File: src/hdl/i2c_ee_pkg.sv
// types and constants for the i2c eeprom page access master
// no dependencies
package i2c_ee_pkg;

  typedef struct packed {
    logic [1:0]  action;
    logic [15:0] start_address;
    logic [15:0] byte_count;
    logic [7:0]  write_byte;
    logic        sda_sample;
  } ee_in_t;

  typedef struct packed {
    logic       scl_level;
    logic       sda_level;
    logic       sda_drive;
    logic [7:0] read_data;
    logic       read_valid;
    logic       byte_taken;
    logic       busy_res;
    logic       done_res;
    logic       success;
  } ee_out_t;

  localparam logic [1:0] ACT_TICK  = 2'd0;
  localparam logic [1:0] ACT_READ  = 2'd1;
  localparam logic [1:0] ACT_WRITE = 2'd2;

  localparam logic [1:0] CFG_DEV   = 2'd0;
  localparam logic [1:0] CFG_TWO   = 2'd1;
  localparam logic [1:0] CFG_TMO   = 2'd2;
  localparam logic [1:0] CFG_POLL  = 2'd3;

  localparam logic [6:0] DEV_RESET  = 7'h50;
  localparam logic [7:0] TMO_RESET  = 8'd250;
  localparam logic [9:0] POLL_RESET = 10'd1000;
  localparam logic [9:0] POLL_MAX   = 10'd1023;

endpackage

File: src/hdl/i2c_eeprom_page_access_master.sv
// top level of the i2c eeprom page access master: state, config and output registers
// depends on i2c_ee_pkg and i2c_ee_step
//
//  channel | direction | handshake          | payload
//  in_     | input     | in_valid/in_stall  | ee_in_t (one bus tick)
//  out_    | output    | out_valid/out_stall| ee_out_t (one tick result)
//  cfg_    | input     | cfg_valid/cfg_ready| cfg_index, cfg_data
//
// one tick per clock while in_stall is low; the result of a tick is registered.
// the tick logic is a single combinational pass between state and result register.
// a skid register lets one more tick be accepted while out_stall is high.
// rst_n is synchronous, active low; it sets the sequencer idle and config to defaults.
module i2c_eeprom_page_access_master
  import i2c_ee_pkg::*;
#(
  parameter int PAGE_BYTES = 16
) (
  input  logic       clk,
  input  logic       rst_n,
  input  logic       in_valid,
  output logic       in_stall,
  input  ee_in_t     in_data,
  output logic       out_valid,
  input  logic       out_stall,
  output ee_out_t    out_data,
  input  logic       cfg_valid,
  output logic       cfg_ready,
  input  logic [1:0] cfg_index,
  input  logic [9:0] cfg_data
);

  logic [4:0]  ph_r, ph_nxt;
  logic [2:0]  tc_r, tc_nxt;
  logic [3:0]  bi_r, bi_nxt;
  logic [7:0]  sb_r, sb_nxt, aw_r, aw_nxt;
  logic [15:0] ca_r, ca_nxt, ba_r, ba_nxt, br_r, br_nxt;
  logic [9:0]  pc_r, pc_nxt;
  logic [6:0]  dev_r;
  logic        two_r;
  logic [7:0]  tmo_r;
  logic [9:0]  plim_r;
  ee_out_t     res;
  ee_out_t     out_r, skid_r;
  logic        ov_r, sv_r, acc;

  assign cfg_ready = 1'b1;
  assign in_stall  = sv_r;
  assign acc       = in_valid && !sv_r;
  assign out_valid = ov_r;
  assign out_data  = out_r;

  i2c_ee_step #(.PAGE_BYTES(PAGE_BYTES)) u_step (
    .ph_i(ph_r), .tc_i(tc_r), .bi_i(bi_r), .sb_i(sb_r), .ca_i(ca_r), .ba_i(ba_r),
    .br_i(br_r), .aw_i(aw_r), .pc_i(pc_r), .dev_i(dev_r), .two_i(two_r),
    .tmo_i(tmo_r), .plim_i(plim_r), .in_i(in_data),
    .ph_o(ph_nxt), .tc_o(tc_nxt), .bi_o(bi_nxt), .sb_o(sb_nxt), .ca_o(ca_nxt),
    .ba_o(ba_nxt), .br_o(br_nxt), .aw_o(aw_nxt), .pc_o(pc_nxt), .res_o(res)
  );

  // config registers
  always_ff @(posedge clk) begin
    if (!rst_n) begin
      dev_r <= DEV_RESET; two_r <= 1'b0; tmo_r <= TMO_RESET; plim_r <= POLL_RESET;
    end else if (cfg_valid) begin
      unique case (cfg_index)
        CFG_DEV:  dev_r  <= cfg_data[6:0];
        CFG_TWO:  two_r  <= cfg_data[0];
        CFG_TMO:  tmo_r  <= cfg_data[7:0];
        default:  plim_r <= cfg_data;
      endcase
    end
  end

  // sequencer state, advanced once per accepted tick
  always_ff @(posedge clk) begin
    if (!rst_n) begin
      ph_r <= '0; tc_r <= '0; bi_r <= '0; sb_r <= '0; ca_r <= '0; ba_r <= '0;
      br_r <= '0; aw_r <= '0; pc_r <= '0;
    end else if (acc) begin
      ph_r <= ph_nxt; tc_r <= tc_nxt; bi_r <= bi_nxt; sb_r <= sb_nxt;
      ca_r <= ca_nxt; ba_r <= ba_nxt; br_r <= br_nxt; aw_r <= aw_nxt;
      pc_r <= pc_nxt;
    end
  end

  // output register with skid stage
  always_ff @(posedge clk) begin
    if (!rst_n) begin
      ov_r <= 1'b0; sv_r <= 1'b0;
    end else begin
      if (!ov_r || !out_stall) begin
        if (sv_r) begin
          out_r <= skid_r; ov_r <= 1'b1; sv_r <= 1'b0;
        end else begin
          out_r <= res; ov_r <= acc;
        end
      end else if (acc) begin
        skid_r <= res; sv_r <= 1'b1;
      end
    end
  end

endmodule

File: src/hdl/i2c_ee_step.sv
// one bus tick of the eeprom sequencer: next state and result from current state
// depends on i2c_ee_pkg
module i2c_ee_step
  import i2c_ee_pkg::*;
#(
  parameter int PAGE_BYTES = 16
) (
  input  logic [4:0]  ph_i,
  input  logic [2:0]  tc_i,
  input  logic [3:0]  bi_i,
  input  logic [7:0]  sb_i,
  input  logic [15:0] ca_i,
  input  logic [15:0] ba_i,
  input  logic [15:0] br_i,
  input  logic [7:0]  aw_i,
  input  logic [9:0]  pc_i,
  input  logic [6:0]  dev_i,
  input  logic        two_i,
  input  logic [7:0]  tmo_i,
  input  logic [9:0]  plim_i,
  input  ee_in_t      in_i,
  output logic [4:0]  ph_o,
  output logic [2:0]  tc_o,
  output logic [3:0]  bi_o,
  output logic [7:0]  sb_o,
  output logic [15:0] ca_o,
  output logic [15:0] ba_o,
  output logic [15:0] br_o,
  output logic [7:0]  aw_o,
  output logic [9:0]  pc_o,
  output ee_out_t     res_o
);

  localparam int PW = $clog2(PAGE_BYTES);
  localparam logic [4:0]
    IDLE=0, W_STOP_PRE=1, PP_START=2, PP_DEV=3, PP_ACK=4, PP_STOP=5, W_AHI=6,
    W_AHI_ACK=7, W_ALO=8, W_ALO_ACK=9, W_DATA=10, W_DATA_ACK=11, FP_START=12,
    FP_DEV=13, FP_ACK=14, FP_STOP=15, FAIL_STOP=16, OK_STOP=17, R_START=18,
    R_DEV=19, R_DEV_ACK=20, R_AHI=21, R_AHI_ACK=22, R_ALO=23, R_ALO_ACK=24,
    R_RESTART=25, R_RDEV=26, R_RDEV_ACK=27, R_DATA=28, R_MACK=29;

  typedef enum logic [2:0] {K_START, K_STOP, K_SEND, K_ACK, K_READ, K_MACK} kind_t;

  logic [4:0]  p;
  kind_t       k;
  logic        fin, ok;
  logic [7:0]  ld, sh;
  logic [15:0] br_dec, ca_inc;
  logic [4:0]  nx;

  function automatic logic [7:0] dev_byte(input logic [6:0] d, input logic two,
                                          input logic [15:0] a);
    logic [7:0] b;
    b = {d, 1'b0};
    if (!two) b = b | {4'b0, a[10:8], 1'b0};
    return b;
  endfunction

  always_comb begin
    // command start on the accepting tick
    ph_o = ph_i; tc_o = tc_i; bi_o = bi_i; sb_o = sb_i; ca_o = ca_i; ba_o = ba_i;
    br_o = br_i; aw_o = aw_i; pc_o = pc_i;
    if (ph_i == IDLE && (in_i.action == ACT_READ || in_i.action == ACT_WRITE)) begin
      ca_o = in_i.start_address; ba_o = in_i.start_address; br_o = in_i.byte_count;
      aw_o = '0; pc_o = '0; sb_o = '0; tc_o = '0; bi_o = '0;
      ph_o = (in_i.action == ACT_READ) ? R_START : W_STOP_PRE;
    end
    p = ph_o;
    res_o = '0;
    res_o.scl_level = 1'b1; res_o.sda_level = 1'b1; res_o.sda_drive = 1'b1;
    fin = 1'b0; ok = 1'b1; ld = '0; sh = sb_o;
    // primitive kind
    unique case (p)
      PP_START, FP_START, R_START, R_RESTART: k = K_START;
      W_STOP_PRE, PP_STOP, FP_STOP, FAIL_STOP, OK_STOP: k = K_STOP;
      PP_ACK, W_AHI_ACK, W_ALO_ACK, W_DATA_ACK, FP_ACK, R_DEV_ACK, R_AHI_ACK,
      R_ALO_ACK, R_RDEV_ACK: k = K_ACK;
      R_DATA: k = K_READ;
      R_MACK: k = K_MACK;
      default: k = K_SEND;
    endcase
    // byte to send
    unique case (p)
      PP_DEV, R_DEV: ld = dev_byte(dev_i, two_i, ca_o);
      FP_DEV:        ld = dev_byte(dev_i, two_i, ba_o);
      W_AHI, R_AHI:  ld = ca_o[15:8];
      W_ALO, R_ALO:  ld = ca_o[7:0];
      R_RDEV:        ld = {dev_i, 1'b1};
      default:       ld = in_i.write_byte;
    endcase
    if (p != IDLE) begin
      unique case (k)
        K_START, K_STOP: begin
          res_o.scl_level = (tc_o != 3'd0);
          res_o.sda_level = (k == K_START) ? (tc_o != 3'd2) : (tc_o == 3'd2);
          if (tc_o >= 3'd2) fin = 1'b1; else tc_o = tc_o + 3'd1;
        end
        K_SEND: begin
          if (bi_o == 4'd0 && tc_o == 3'd0) begin
            sh = ld;
            res_o.byte_taken = (p == W_DATA);
          end
          res_o.sda_level = sh[7];
          if (tc_o == 3'd0) begin
            res_o.scl_level = 1'b0; tc_o = 3'd1;
          end else begin
            sh = {sh[6:0], 1'b0}; tc_o = 3'd0;
            if (bi_o >= 4'd7) fin = 1'b1; else bi_o = bi_o + 4'd1;
          end
          sb_o = sh;
        end
        K_ACK: begin
          res_o.sda_drive = 1'b0;
          if (tc_o == 3'd0) begin
            res_o.scl_level = 1'b0; aw_o = '0; tc_o = 3'd1;
          end else if (!in_i.sda_sample) fin = 1'b1;
          else if (aw_o >= tmo_i) begin
            fin = 1'b1; ok = 1'b0;
          end else aw_o = aw_o + 8'd1;
        end
        K_READ: begin
          res_o.sda_drive = 1'b0;
          if (tc_o == 3'd0) begin
            if (bi_o == 4'd0) sb_o = '0;
            res_o.scl_level = 1'b0; tc_o = 3'd1;
          end else begin
            sb_o = {sb_o[6:0], in_i.sda_sample}; tc_o = 3'd0;
            if (bi_o >= 4'd7) begin
              fin = 1'b1; res_o.read_data = sb_o; res_o.read_valid = 1'b1;
            end else bi_o = bi_o + 4'd1;
          end
        end
        default: begin
          res_o.sda_level = !(br_o > 16'd1);
          if (tc_o == 3'd0) begin
            res_o.scl_level = 1'b0; tc_o = 3'd1;
          end else fin = 1'b1;
        end
      endcase
    end
    // sequencing after a finished primitive
    br_dec = br_o - 16'd1;
    ca_inc = ca_o + 16'd1;
    nx = p + 5'd1;
    if (fin) begin
      unique case (p)
        W_STOP_PRE: begin
          pc_o = '0; nx = (br_o == 16'd0) ? FP_START : PP_START;
        end
        PP_ACK: begin
          if (ok) nx = two_i ? W_AHI : W_ALO;
          else begin
            if (pc_o < POLL_MAX) pc_o = pc_o + 10'd1;
            nx = PP_STOP;
          end
        end
        FP_ACK: begin
          if (ok) nx = OK_STOP;
          else begin
            if (pc_o < POLL_MAX) pc_o = pc_o + 10'd1;
            nx = FP_STOP;
          end
        end
        PP_STOP, FP_STOP: begin
          if (pc_o >= plim_i) begin
            nx = IDLE; res_o.done_res = 1'b1;
          end else nx = (p == PP_STOP) ? PP_START : FP_START;
        end
        FAIL_STOP: begin
          nx = IDLE; res_o.done_res = 1'b1;
        end
        OK_STOP: begin
          nx = IDLE; res_o.done_res = 1'b1; res_o.success = 1'b1;
        end
        W_AHI_ACK: nx = ok ? W_ALO : FAIL_STOP;
        W_ALO_ACK: nx = ok ? W_DATA : FAIL_STOP;
        W_DATA_ACK: begin
          if (!ok) nx = FAIL_STOP;
          else begin
            ca_o = ca_inc; br_o = br_dec;
            nx = (br_dec == 16'd0 || ca_inc[PW-1:0] == '0) ? W_STOP_PRE : W_DATA;
          end
        end
        R_DEV_ACK: nx = !ok ? FAIL_STOP : (two_i ? R_AHI : R_ALO);
        R_AHI_ACK: nx = ok ? R_ALO : FAIL_STOP;
        R_ALO_ACK: nx = ok ? R_RESTART : FAIL_STOP;
        R_RDEV_ACK: nx = !ok ? FAIL_STOP : ((br_o == 16'd0) ? OK_STOP : R_DATA);
        R_MACK: begin
          br_o = br_dec; nx = (br_dec == 16'd0) ? OK_STOP : R_DATA;
        end
        default: nx = p + 5'd1;
      endcase
      ph_o = nx; tc_o = '0; bi_o = '0;
    end
    res_o.busy_res = (ph_o != IDLE);
  end

endmodule

File: config.mk
export PLATFORM = sky130hd
export DESIGN_NAME = i2c_eeprom_page_access_master
export DESIGN_NICKNAME = d
export VERILOG_FILES = /design/src/hdl/i2c_ee_pkg.sv /design/src/hdl/i2c_eeprom_page_access_master.sv /design/src/hdl/i2c_ee_step.sv
export SDC_FILE = /design/constraint.sdc
export NUM_CORES = 1
export LEC_CHECK = 0
export BUFFER_PORTS_ARGS = -buffer_cell sky130_fd_sc_hd__buf_2
export CAP_MARGIN = 30
export CORE_MARGIN = 2
export CORE_UTILIZATION = 45
export DETAILED_ROUTE_END_ITERATION = 6
export MAX_ROUTING_LAYER = met4
export PLACE_DENSITY = 0.63
export SLEW_MARGIN = 10
export SYNTH_ARGS = -nofsm -noshare
export SYNTH_HDL_FRONTEND = slang
export SYNTH_HIERARCHICAL = 1
export SYNTH_SLANG_ARGS = --single-unit
File: constraint.sdc
create_clock -name clk -period 9.1 [get_ports clk]
set_input_delay 0.455 -clock clk [delete_from_list [all_inputs] [get_ports clk]]
set_output_delay 0.455 -clock clk [all_outputs]
set_load 0.005 [all_outputs]
Word level (Yosys, flattened, before mapping)
Memory sizes are Yosys's and may differ from the RTL's.
Cells that the tools add are included.
Word-level totals
  output and inout bits: 19
  memories kept: 1
  register bits after elaboration: 141
  bits of input ports: 60
  memory bits (read-only): 96
  word-level logic and storage cells: 220
Memories
  (no name shown): depth 32, width 3, read ports 1, clocked after memory_dff 0, write ports 0, line i2c_ee_step.sv:73  | unique case (p)
Cells by class
  bitwise gates (word level): 5
  magnitude comparators: 6
  equality and inequality tests: 34
  reduce and logical (&&, ||, !) cells: 39
  multiplexer cells: 94
  add/sub/neg operators: 7
Operators with widths (count)
  $mux W16: 8
  $mux W8: 14
  $pmux W5 S13: 1
  $eq A5 B5 Y1 const B: 11
  $mux W5: 11
  $mux W4: 13
  $mux W10: 4
  $pmux W8 S5: 1
  $eq A5 B4 Y1 const B: 7
  $logic_not A16 Y1: 2
  $pmux W16 S2: 1
  $mux W9: 3
  $mux W1: 22
  $eq A5 B3 Y1 const B: 4
  $pmux W10 S2: 1
  $reduce_or A2 Y1: 10
  $mux W3: 6
  $add A16 B1 Y16 const B: 1
  $gt A16 B1 Y1 const B: 1
  $or A8 B4 Y8: 2
  $pmux W8 S2: 1
  $sub A16 B1 Y16 const B: 1
  $mux W13: 1
  $reduce_and A2 Y1: 6
  35 further kinds: 53

Logic depth before layout (Yosys ltp)
Gate-level depths: netlist of run 1.
  depth after elaboration: 15
  gate-level depth with buffers: 24

By module
Netlist of run 1, hierarchy kept.
By module, submodules not included
  i2c_eeprom_page_access_master: cells an instance 539, sequential area each 3243.1 µm², instances 1, area an instance 5464.0 µm²
  i2c_ee_step: cells an instance 827, sequential area each 0.0 µm², instances 1, area an instance 5134.9 µm²

Worst setup path after synthesis of run 1
Ideal clock, no wire load.
  path kind: input to register
  start: input port in_data[42] (netlist name)
  end: register out_r, in the netlist out_data[2] (data pin)
  cell stages on the path: 22
  arrival time: 5.029 ns
  library setup time: 0.260 ns
  setup slack: 3.811 ns
  cells stage by stage: inv_1 > ha_1 > or3_4 > nor2_2 > buf_4 > buf_4 > buf_2 > a21oi_1 > inv_1 > ha_1 > clkbuf_1 > inv_1 > ha_1 > a221o_1 > mux2i_4 > nand3_1 > nor3_2 > o21ai_1 > a2111oi_0 > o32a_1 > nand4_1 > mux2_2
RTL lines
  start, declared: line i2c_eeprom_page_access_master.sv:22  | input ee_in_t in_data,
  end signal, assigned: line i2c_eeprom_page_access_master.sv:93  | out_r <= skid_r; ov_r <= 1'b1; sv_r <= 1'b0;
  end signal, assigned: line i2c_eeprom_page_access_master.sv:95  | out_r <= res; ov_r <= acc;
  end, declared: line i2c_eeprom_page_access_master.sv:43  | ee_out_t out_r, skid_r;

==> impl_metrics.py, run 1 <==
metrics = {
    "run_status": {
        "status": "completed",
    },
    "cells_and_area": {
        "area_growth_pct": 9.42,
        "finalInstanceArea_um2": 11000,
        "layout-drive-gt1-share": 0.150,
        "antenna_cells": 0,
        "fillers": 2180,
        "nets": 1408,
    },
    "worst_setup_path": {
        "cp_slowest_stage_delay_ns": 0.60,
        "path_max_fanout": 19,
        "reg2regPathDepth": 16,
        "end_kind": "flip-flop",
        "cp.buffers_inverters": 2,
        "worstSetupPathDepth": 16,
        "crit_required_ns": 9.28,
        "critPathTopFamily": "simple AND/OR/NAND/NOR gates",
        "cp-start-kind": "flip-flop",
        "crit_type": "flip-flop to flip-flop",
        "crit_arrival_ns": 5.77,
        "crit_chain": "or3_4, nor3_1, nor2_1, inv_1, ha_1, inv_1, ha_1, a221o_1, mux2i_4, nand3_1, nor3_2, o21ai_1, a2111oi_0, o32a_1, nand4_1, mux2_2",
        "cpMaxStageDelayCell": "or3_4",
    },
    "floorplanning": {
        "io_pins": 79,
        "core_area_um2": 21800,
        "die_w_um": 153,
        "start_util": 0.460,
        "num_rows": 54,
        "die_area_um2": 23500,
        "die_h_um": 153,
    },
    "sta": {
        "fin_crit_sh": 0.614,
        "rsz0062_at_grt": "false",
        "fin_crit_ns": 5.59,
        "hold_viol": 0,
        "setup_tns_ns": 0,
        "maxSlewHeadroom": 0.322,
        "hold_slack_ns": 0.244,
        "tightest_slew_ns": 1.02,
        "slew_viol_final": 0,
        "fmax_mhz": 179,
        "finClkSkew_ns": 0.0104,
        "setup_viol": 0,
    },
    "clock_tree": {
        "clockBufferDepth": 2,
        "cts_max_level": 4,
        "post_cts_resized": 0,
        "clock_latency_ns": 0.43,
        "clk_pin_slew_ns": 0.07,
        "cts_made_buffers": 17,
        "cts_setup_buffers": 0,
        "cts.sinks": 133,
        "clock-root-buffer": "clkbuf_16",
        "cts_tree": "built",
        "holdBufCountCts": 0,
    },
    "place": {
        "placed_area_um2": 10400,
        "dpl.hpwl_mm": 21.3,
        "port_buffers": 77,
        "gp_congestion": 1.01,
    },
    "drt": {
        "wl_per_cell_um": 18.9,
        "via_per_inst": 6.02,
        "drc": 0,
        "drt-total-wl_mm": 30.2,
        "routed-via-count": 9659,
        "ant_nets": 0,
        "first_iter_violations": 788,
        "first_pass_iters": 5,
    },
    "yosys": {
        "postSynthCellCount": 1286,
        "yosys_warnings": 6,
        "avgSynthCellArea_um2": 7.80,
        "syn_area_um2": 10000,
        "syn_nets": 1383,
    },
    "global_route": {
        "gr-total-overflow": 0,
        "grt_use_total": 0.261,
        "grt_max_degree": 75,
        "grt_pass1_vias": 8918,
        "antenna_found_initial": 0,
        "grt_pass1_wl_mm": 48.4,
    },
    "power": {
        "leakage_nw": 4.27,
        "p_per_area_nw_per_um2": 167,
        "worst_ir_drop_vdd_v": 0.000119,
        "power_mw": 1.83,
    },
    "hold_path": {
        "holdPathStages": 3,
        "worstHoldPathType": "primary input to flip-flop",
    },
    "flow_run": {
        "cap_violations": 0,
    },
}
## worst paths after layout
kind	end	from	slack, ns
setup / recovery	out_data[2]$_DFFE_PP_	ph_r[3]$_SDFFE_PN0P_	3.51
hold / removal	plim_r[9]$_SDFFE_PN1P_	cfg_data[9]	0.24
setup reg to reg	out_data[2]$_DFFE_PP_	ph_r[3]$_SDFFE_PN0P_	3.51
hold reg to reg	bi_r[1]$_SDFFE_PN0P_	bi_r[1]$_SDFFE_PN0P_	0.45
## power breakdown
group | leakage (nW) | internal (mW) | switching (mW)
combinational | 2.88 | 0.159 | 0.296
clock | 0.290 | 0.419 | 0.299
sequential | 1.10 | 0.634 | 0.0223
total | 4.27 | 1.21 | 0.618
## worst reg2reg max path, delay by kind of cell, from the launching register on
kind / cells / cell delay, ns
flops: 1 / 0.56
simple gates: 6 / 1.92
fa+ha+maj: 2 / 0.64
compound gates: 4 / 1.33
buf+inv: 2 / 0.29
mux: 2 / 0.61
## sequential cells by signal, summed over array words and instances (netlist names)
name,flops
out_data,16
ca_r,16
aw_r,8
in_stall,1
tmo_r,8
plim_r,10
skid_r,16
two_r,1
ba_r,3
dev_r,7
ph_r,5
pc_r,10
br_r,16
sb_r,8
bi_r,4
tc_r,3
out_valid,1
## stage by stage
stage | cells | util | setup slack [ns]
5_1_grt | 1604 | 0.503 | 3.19
2_1_floorplan | 1286 | - | 3.81
6_report | 1604 | 0.503 | 3.51
4_1_cts | 1604 | 0.503 | 3.62
3_5_place_dp | 1572 | 0.475 | 3.47
3_3_place_gp | 1572 | 0.475 | 3.60
## cell usage in the layout (no fill, tap or decap), types with 25 or more instances in the layout
cell type	n
buf_2	77
nand2_1	285
a21oi_1	61
mux2i_1	25
a21boi_1	30
o21ai_0	50
ha_1	37
dfxtp_1	101
inv_1	40
nand3_1	49
nor3_1	27
edfxtp_1	32
a21boi_0	46
nor2_1	75
## area by class of cell
type / count / area (um^2) / area share
Clock buffer: 18 / 439 / 0.0400
Multi-Input combinational cell: 1029 / 6410 / 0.584
Sequential cell: 133 / 2980 / 0.272
Timing Repair Buffer: 89 / 475 / 0.0433
Tap cell: 280 / 350 / 0.0319
Clock inverter: 14 / 163 / 0.0148
Inverter: 41 / 154 / 0.0140
## metal layers
layer,vias to the layer above,wire length (um),part of all wire,GRT usage
li1,4624,-,-,-
met1,4585,13700,0.45,0.348
met2,396,14000,0.46,0.411
met3,54,1760,0.058,0.0320
met4,0,808,0.027,0.0873
met5,-,0,0,-
No activity file was read; power rests on OpenSTA's default activity.
==> inputs of run 2 (changes only) <==
- clock period: 9.1 -> 5.4 ns (I/O delays scaled with it)
==> run 2 against run 1 <==
First-iteration DRC count fell by 7.1%. Wire length rose by 2.2%. Via count shrank 0.11%. Clock skew increased by 0.0046 ns. Sequential share of layout area fell by 0.53 points. Maximum frequency is 14% higher. Sequential power up 68%. Final cell count is 1.2% higher. Die area is the same. Sequential cell count is the same. Highest routed layer unchanged. Combinational power rose by 75%. Critical path depth unchanged.
==> impl_metrics.py, run 2 (synthesis results as in run 1) <==
metrics = {
    "run_status": {
        "status": "completed",
    },
    "drt": {
        "drt-total-wl_mm": 30.9,
        "routed-via-count": 9648,
        "first_pass_iters": 5,
        "ant_nets": 0,
        "first_iter_violations": 732,
        "drc": 0,
        "via_per_inst": 5.94,
        "wl_per_cell_um": 19.0,
    },
    "floorplanning": {
        "start_util": 0.460,
        "io_pins": 79,
        "die_h_um": 153,
        "core_area_um2": 21800,
        "num_rows": 54,
        "die_area_um2": 23500,
        "die_w_um": 153,
    },
    "worst_setup_path": {
        "crit_required_ns": 5.57,
        "path_max_fanout": 14,
        "crit_arrival_ns": 5.07,
        "r2r_start": "ph_r[1]$_SDFFE_PN0P_",
        "r2r_slack_ns": 0.50,
        "r2r_end": "out_data[2]$_DFFE_PP_",
        "cp-start-kind": "flip-flop",
        "crit_end": "out_data[2]$_DFFE_PP_",
        "reg2regPathDepth": 16,
        "crit_path_start": "ph_r[1]$_SDFFE_PN0P_",
        "end_kind": "flip-flop",
        "crit_type": "flip-flop to flip-flop",
    },
    "sta": {
        "finClkSkew_ns": 0.0150,
        "hold_viol": 0,
        "setup_tns_ns": 0,
        "fin_crit_ns": 4.90,
        "fmax_mhz": 204,
        "maxSlewHeadroom": 0.412,
        "tightest_slew_ns": 0.880,
        "rsz0062_at_grt": "false",
        "slew_viol_final": 0,
        "setup_viol": 0,
        "fin_crit_sh": 0.908,
    },
    "hold_path": {
        "worstHoldPathType": "primary input to flip-flop",
    },
    "global_route": {
        "grt_pass1_vias": 9151,
        "grt_max_degree": 75,
        "grt_pass1_wl_mm": 49.9,
        "antenna_found_initial": 0,
        "gr-total-overflow": 0,
        "grt_use_total": 0.270,
    },
    "place": {
        "gp_congestion": 1.06,
        "placed_area_um2": 10500,
        "dpl.hpwl_mm": 22.5,
        "port_buffers": 77,
    },
    "power": {
        "worst_ir_drop_vdd_v": 0.000207,
        "leakage_nw": 4.40,
        "p_per_area_nw_per_um2": 287,
    },
    "cells_and_area": {
        "antenna_cells": 0,
        "area_growth_pct": 11.6,
        "final_common_cell": "nand2_1",
        "layout-drive-gt1-share": 0.163,
        "finalInstanceArea_um2": 11200,
        "final_cell_mix": "nand2_1, dfxtp_1, buf_2",
        "nets": 1428,
    },
    "clock_tree": {
        "cts_made_buffers": 17,
        "clockBufferDepth": 2,
        "cts_tree": "built",
        "post_cts_resized": 0,
        "clk_pin_slew_ns": 0.07,
        "cts_setup_buffers": 0,
        "clock-root-buffer": "clkbuf_16",
        "holdBufCountCts": 0,
        "cts_max_level": 4,
        "cts.sinks": 133,
        "clock_latency_ns": 0.43,
    },
    "flow_run": {
        "cap_violations": 0,
    },
}
run 2: worst min path at each step:
| stage | from | endpoint | slack (ns) | cells after the start |
|---|---|---|---|---|
| finish | cfg_data[9] | plim_r[9]$_SDFFE_PN1P_ | 0.06 | 3 |
| global route | cfg_data[9] | plim_r[9]$_SDFFE_PN1P_ | 0.08 | 3 |
| CTS | cfg_data[9] | plim_r[9]$_SDFFE_PN1P_ | 0.04 | 3 |
| detailed placement | sb_r[0]$_SDFFE_PN0P_ | sb_r[0]$_SDFFE_PN0P_ | 0.45 | 2 |
| global placement | ca_r[11]$_SDFFE_PN0P_ | ca_r[11]$_SDFFE_PN0P_ | 0.44 | 2 |
| floorplan | cfg_data[3] | plim_r[3]$_SDFFE_PN1P_ | 0.39 | 2 |
run 2: worst max-delay path, stage by stage (launching register included):
cell	delay, ns
dfxtp_1	0.31
or3_4	0.49
nor3_1	0.27
nor2_1	0.17
inv_1	0.17
ha_1	0.18
inv_1	0.07
ha_1	0.20
a221o_1	0.39
mux2i_4	0.27
nand3_1	0.26
nor3_2	0.39
o21ai_1	0.12
a2111oi_0	0.65
o32a_1	0.26
nand4_1	0.14
mux2_2	0.31
run 2: metrics by stage:
stage          worst slack [ns]   util  std cells  hold slack, ns  power [mW]
5_1_grt                   0.199  0.513       1624          0.0809        3.36
6_report                  0.498  0.513       1624          0.0573        3.21
3_3_place_gp              0.430  0.482       1591           0.439        1.90
3_5_place_dp              0.252  0.483       1592           0.445        1.90
4_1_cts                   0.579  0.513       1624          0.0434        3.23
2_1_floorplan             0.296      -       1286           0.393        1.68
run 2: routing by layer:
metal | wire [um] | part of all wire | track usage | vias to the layer above
li1 | - | - | - | 4674
met1 | 14000 | 0.45 | 0.362 | 4528
met2 | 14100 | 0.46 | 0.416 | 374
met3 | 1810 | 0.059 | 0.0349 | 72
met4 | 979 | 0.032 | 0.101 | 0
met5 | 0 | 0 | - | -
run 2: layout make-up:
class	count	area, um^2
fill	2161	10600
timing repair buffer	109	636
clock inverter	15	233
sequential	133	2980
multi-input combinational	1029	6410
tap	280	350
inverter	41	154
clock buffer	17	425
run 2: power by group:
group / switching [mW] / internal, mW / total, mW
registers: 0.0339 / 1.07 / 1.10
logic: 0.509 / 0.285 / 0.794
clock network: 0.521 / 0.797 / 1.32
total: 1.06 / 2.15 / 3.21
==> inputs of run 3 (changes only) <==
- CORE_UTILIZATION: 45 -> 60
- PLACE_DENSITY: 0.63 -> 0.8
==> run 3 against run 2 <==
Hold slack improved by 0.0043 ns. Die area decreased by 24%. Setup slack got worse by 0.15 ns. Clock power decreased by 15%.
==> impl_metrics.py, run 3 (synthesis results as in run 1) <==
metrics = {
    "drt": {
        "drt-total-wl_mm": 29.6,
        "routed-via-count": 9867,
        "via_per_inst": 6.34,
        "first_pass_iters": 6,
        "first_iter_violations": 927,
        "wl_met3_mm": 2.20,
        "drc": 0,
        "met2_length_mm": 13.6,
        "top_layer_used": "met4",
        "ant_nets": 0,
        "wl_met1_mm": 12.4,
        "wl_per_cell_um": 19.0,
    },
    "cells_and_area": {
        "antenna_cells": 0,
        "nets": 1421,
        "finalInstanceArea_um2": 11000,
        "area_growth_pct": 9.38,
        "final_cell_mix": "nand2_1, dfxtp_1, buf_2",
        "multi_input_area_um2": 6410,
        "final_common_cell": "nand2_1",
        "seqCellArea_um2": 2980,
        "fillers": 1424,
        "layout-drive-gt1-share": 0.158,
    },
    "sta": {
        "setup_tns_ns": 0,
        "fin_crit_ns": 5.05,
        "setup_viol": 0,
        "maxSlewHeadroom": 0.402,
        "fin_crit_sh": 0.935,
        "finClkSkew_ns": 0.0135,
        "timing.final.ws_setup_ns": 0.350,
        "hold_viol": 0,
        "fmax_mhz": 198,
        "rsz0062_at_grt": "false",
        "slew_viol_final": 0,
        "tightest_slew_ns": 0.896,
    },
    "global_route": {
        "grt_max_degree": 74,
        "antenna_found_initial": 0,
        "grt_use_total": 0.342,
        "grt_pass1_wl_mm": 47.2,
        "grt_pass1_vias": 9169,
        "gr-total-overflow": 0,
    },
    "worst_setup_path": {
        "crit_type": "flip-flop to flip-flop",
        "cp-start-kind": "flip-flop",
        "cp_slowest_stage_delay_ns": 0.56,
        "crit_end": "out_data[2]$_DFFE_PP_",
        "critPathTopFamily": "simple AND/OR/NAND/NOR gates",
        "crit_chain": "or3_4, nor3_1, nor2_1, inv_1, ha_1, inv_1, ha_1, a221o_1, mux2i_4, nand3_1, nor3_2, o21ai_1, a2111oi_0, o32a_1, nand4_1, mux2_2",
        "worstSetupPathDepth": 16,
        "end_kind": "flip-flop",
        "crit_required_ns": 5.58,
        "cpMaxStageDelayCell": "a2111oi_0",
        "path_max_fanout": 14,
        "crit_path_start": "ph_r[1]$_SDFFE_PN0P_",
        "r2r_slack_ns": 0.35,
        "crit_arrival_ns": 5.23,
        "cp.buffers_inverters": 2,
        "reg2regPathDepth": 16,
        "r2r_start": "ph_r[1]$_SDFFE_PN0P_",
        "r2r_end": "out_data[2]$_DFFE_PP_",
    },
    "clock_tree": {
        "holdBufCountCts": 0,
        "clockBufferDepth": 2,
        "post_cts_resized": 0,
        "cts_tree": "built",
        "clock-root-buffer": "clkbuf_16",
        "cts_max_level": 4,
        "clk_pin_slew_ns": 0.07,
        "cts.sinks": 133,
        "cts_made_buffers": 17,
        "cts_setup_buffers": 0,
        "clock_latency_ns": 0.43,
    },
    "place": {
        "gp_congestion": 1.07,
        "port_buffers": 77,
        "dpl.hpwl_mm": 21.2,
        "place_ws_ns": 0.229,
        "placed_area_um2": 10400,
    },
    "floorplanning": {
        "num_rows": 47,
        "core_area_um2": 16500,
        "start_util": 0.609,
        "io_pins": 79,
        "die_area_um2": 17800,
        "die_w_um": 133,
        "die_h_um": 133,
    },
    "flow_run": {
        "cap_violations": 0,
    },
    "power": {
        "worst_ir_drop_vdd_v": 0.000233,
        "seqPwrFrac": 0.367,
        "p_per_area_nw_per_um2": 274,
        "p_clk_frac": 0.373,
        "leakage_nw": 4.32,
        "switching_share": 0.349,
        "pwr-share-comb": 0.260,
        "power.switching_mw": 1.05,
        "p_int_mw": 1.96,
    },
    "run_status": {
        "status": "completed",
    },
    "hold_path": {
        "worstHoldPathType": "primary input to flip-flop",
    },
}
run 3: layout make-up:
class,instances,area share
multi-input cells,1029,0.584
flip-flops and latches,133,0.272
repair buffers,102,0.0534
clock buffers,17,0.0388
well taps,220,0.0251
inverters,41,0.0140
clock inverters,15,0.0125
run 3: stage by stage:
stage | hold slack, ns | util | power, mW | instances
2_1_floorplan | 0.393 | - | 1.68 | 1286
3_3_place_gp | 0.439 | 0.632 | 1.87 | 1525
3_5_place_dp | 0.445 | 0.632 | 1.88 | 1525
4_1_cts | 0.0462 | 0.666 | 3.01 | 1557
5_1_grt | 0.0614 | 0.666 | 3.14 | 1557
6_report | 0.0615 | 0.666 | 3.01 | 1557
run 3: worst register-to-register path: cells and delay by family, from the launching register on:
kind | cells | cell delay [ns]
mux | 2 | 0.60
flops | 1 | 0.39
compound gates | 4 | 1.35
simple gates | 6 | 1.82
fa+ha+maj | 2 | 0.39
buf+inv | 2 | 0.24
run 3: per-layer routing:
layer / vias to the layer above / GRT usage
li1: 4662 / -
met4: 0 / 0.174
met5: - / -
met3: 99 / 0.0544
met1: 4603 / 0.434
met2: 503 / 0.529
run 3: power by group through the flow:
stage / sequential [mW] / clock, mW / combinational [mW]
2_1_floorplan: 1.12 / 0 / 0.564
3_3_place_gp: 1.12 / 0 / 0.751
3_5_place_dp: 1.13 / 0 / 0.758
4_1_cts: 1.10 / 1.14 / 0.763
5_1_grt: 1.11 / 1.19 / 0.843
6_report: 1.10 / 1.12 / 0.782
run 3: worst min path at each step:
stage / startpoint / end / slack (ns) / cells after the start
4_1_cts: cfg_data[9] / plim_r[9]$_SDFFE_PN1P_ / 0.05 / 3
5_1_grt: cfg_data[9] / plim_r[9]$_SDFFE_PN1P_ / 0.06 / 3
6_report: cfg_data[9] / plim_r[9]$_SDFFE_PN1P_ / 0.06 / 3
3_3_place_gp: aw_r[1]$_SDFFE_PN0P_ / aw_r[1]$_SDFFE_PN0P_ / 0.44 / 2
2_1_floorplan: cfg_data[3] / plim_r[3]$_SDFFE_PN1P_ / 0.39 / 2
3_5_place_dp: aw_r[1]$_SDFFE_PN0P_ / aw_r[1]$_SDFFE_PN0P_ / 0.44 / 2
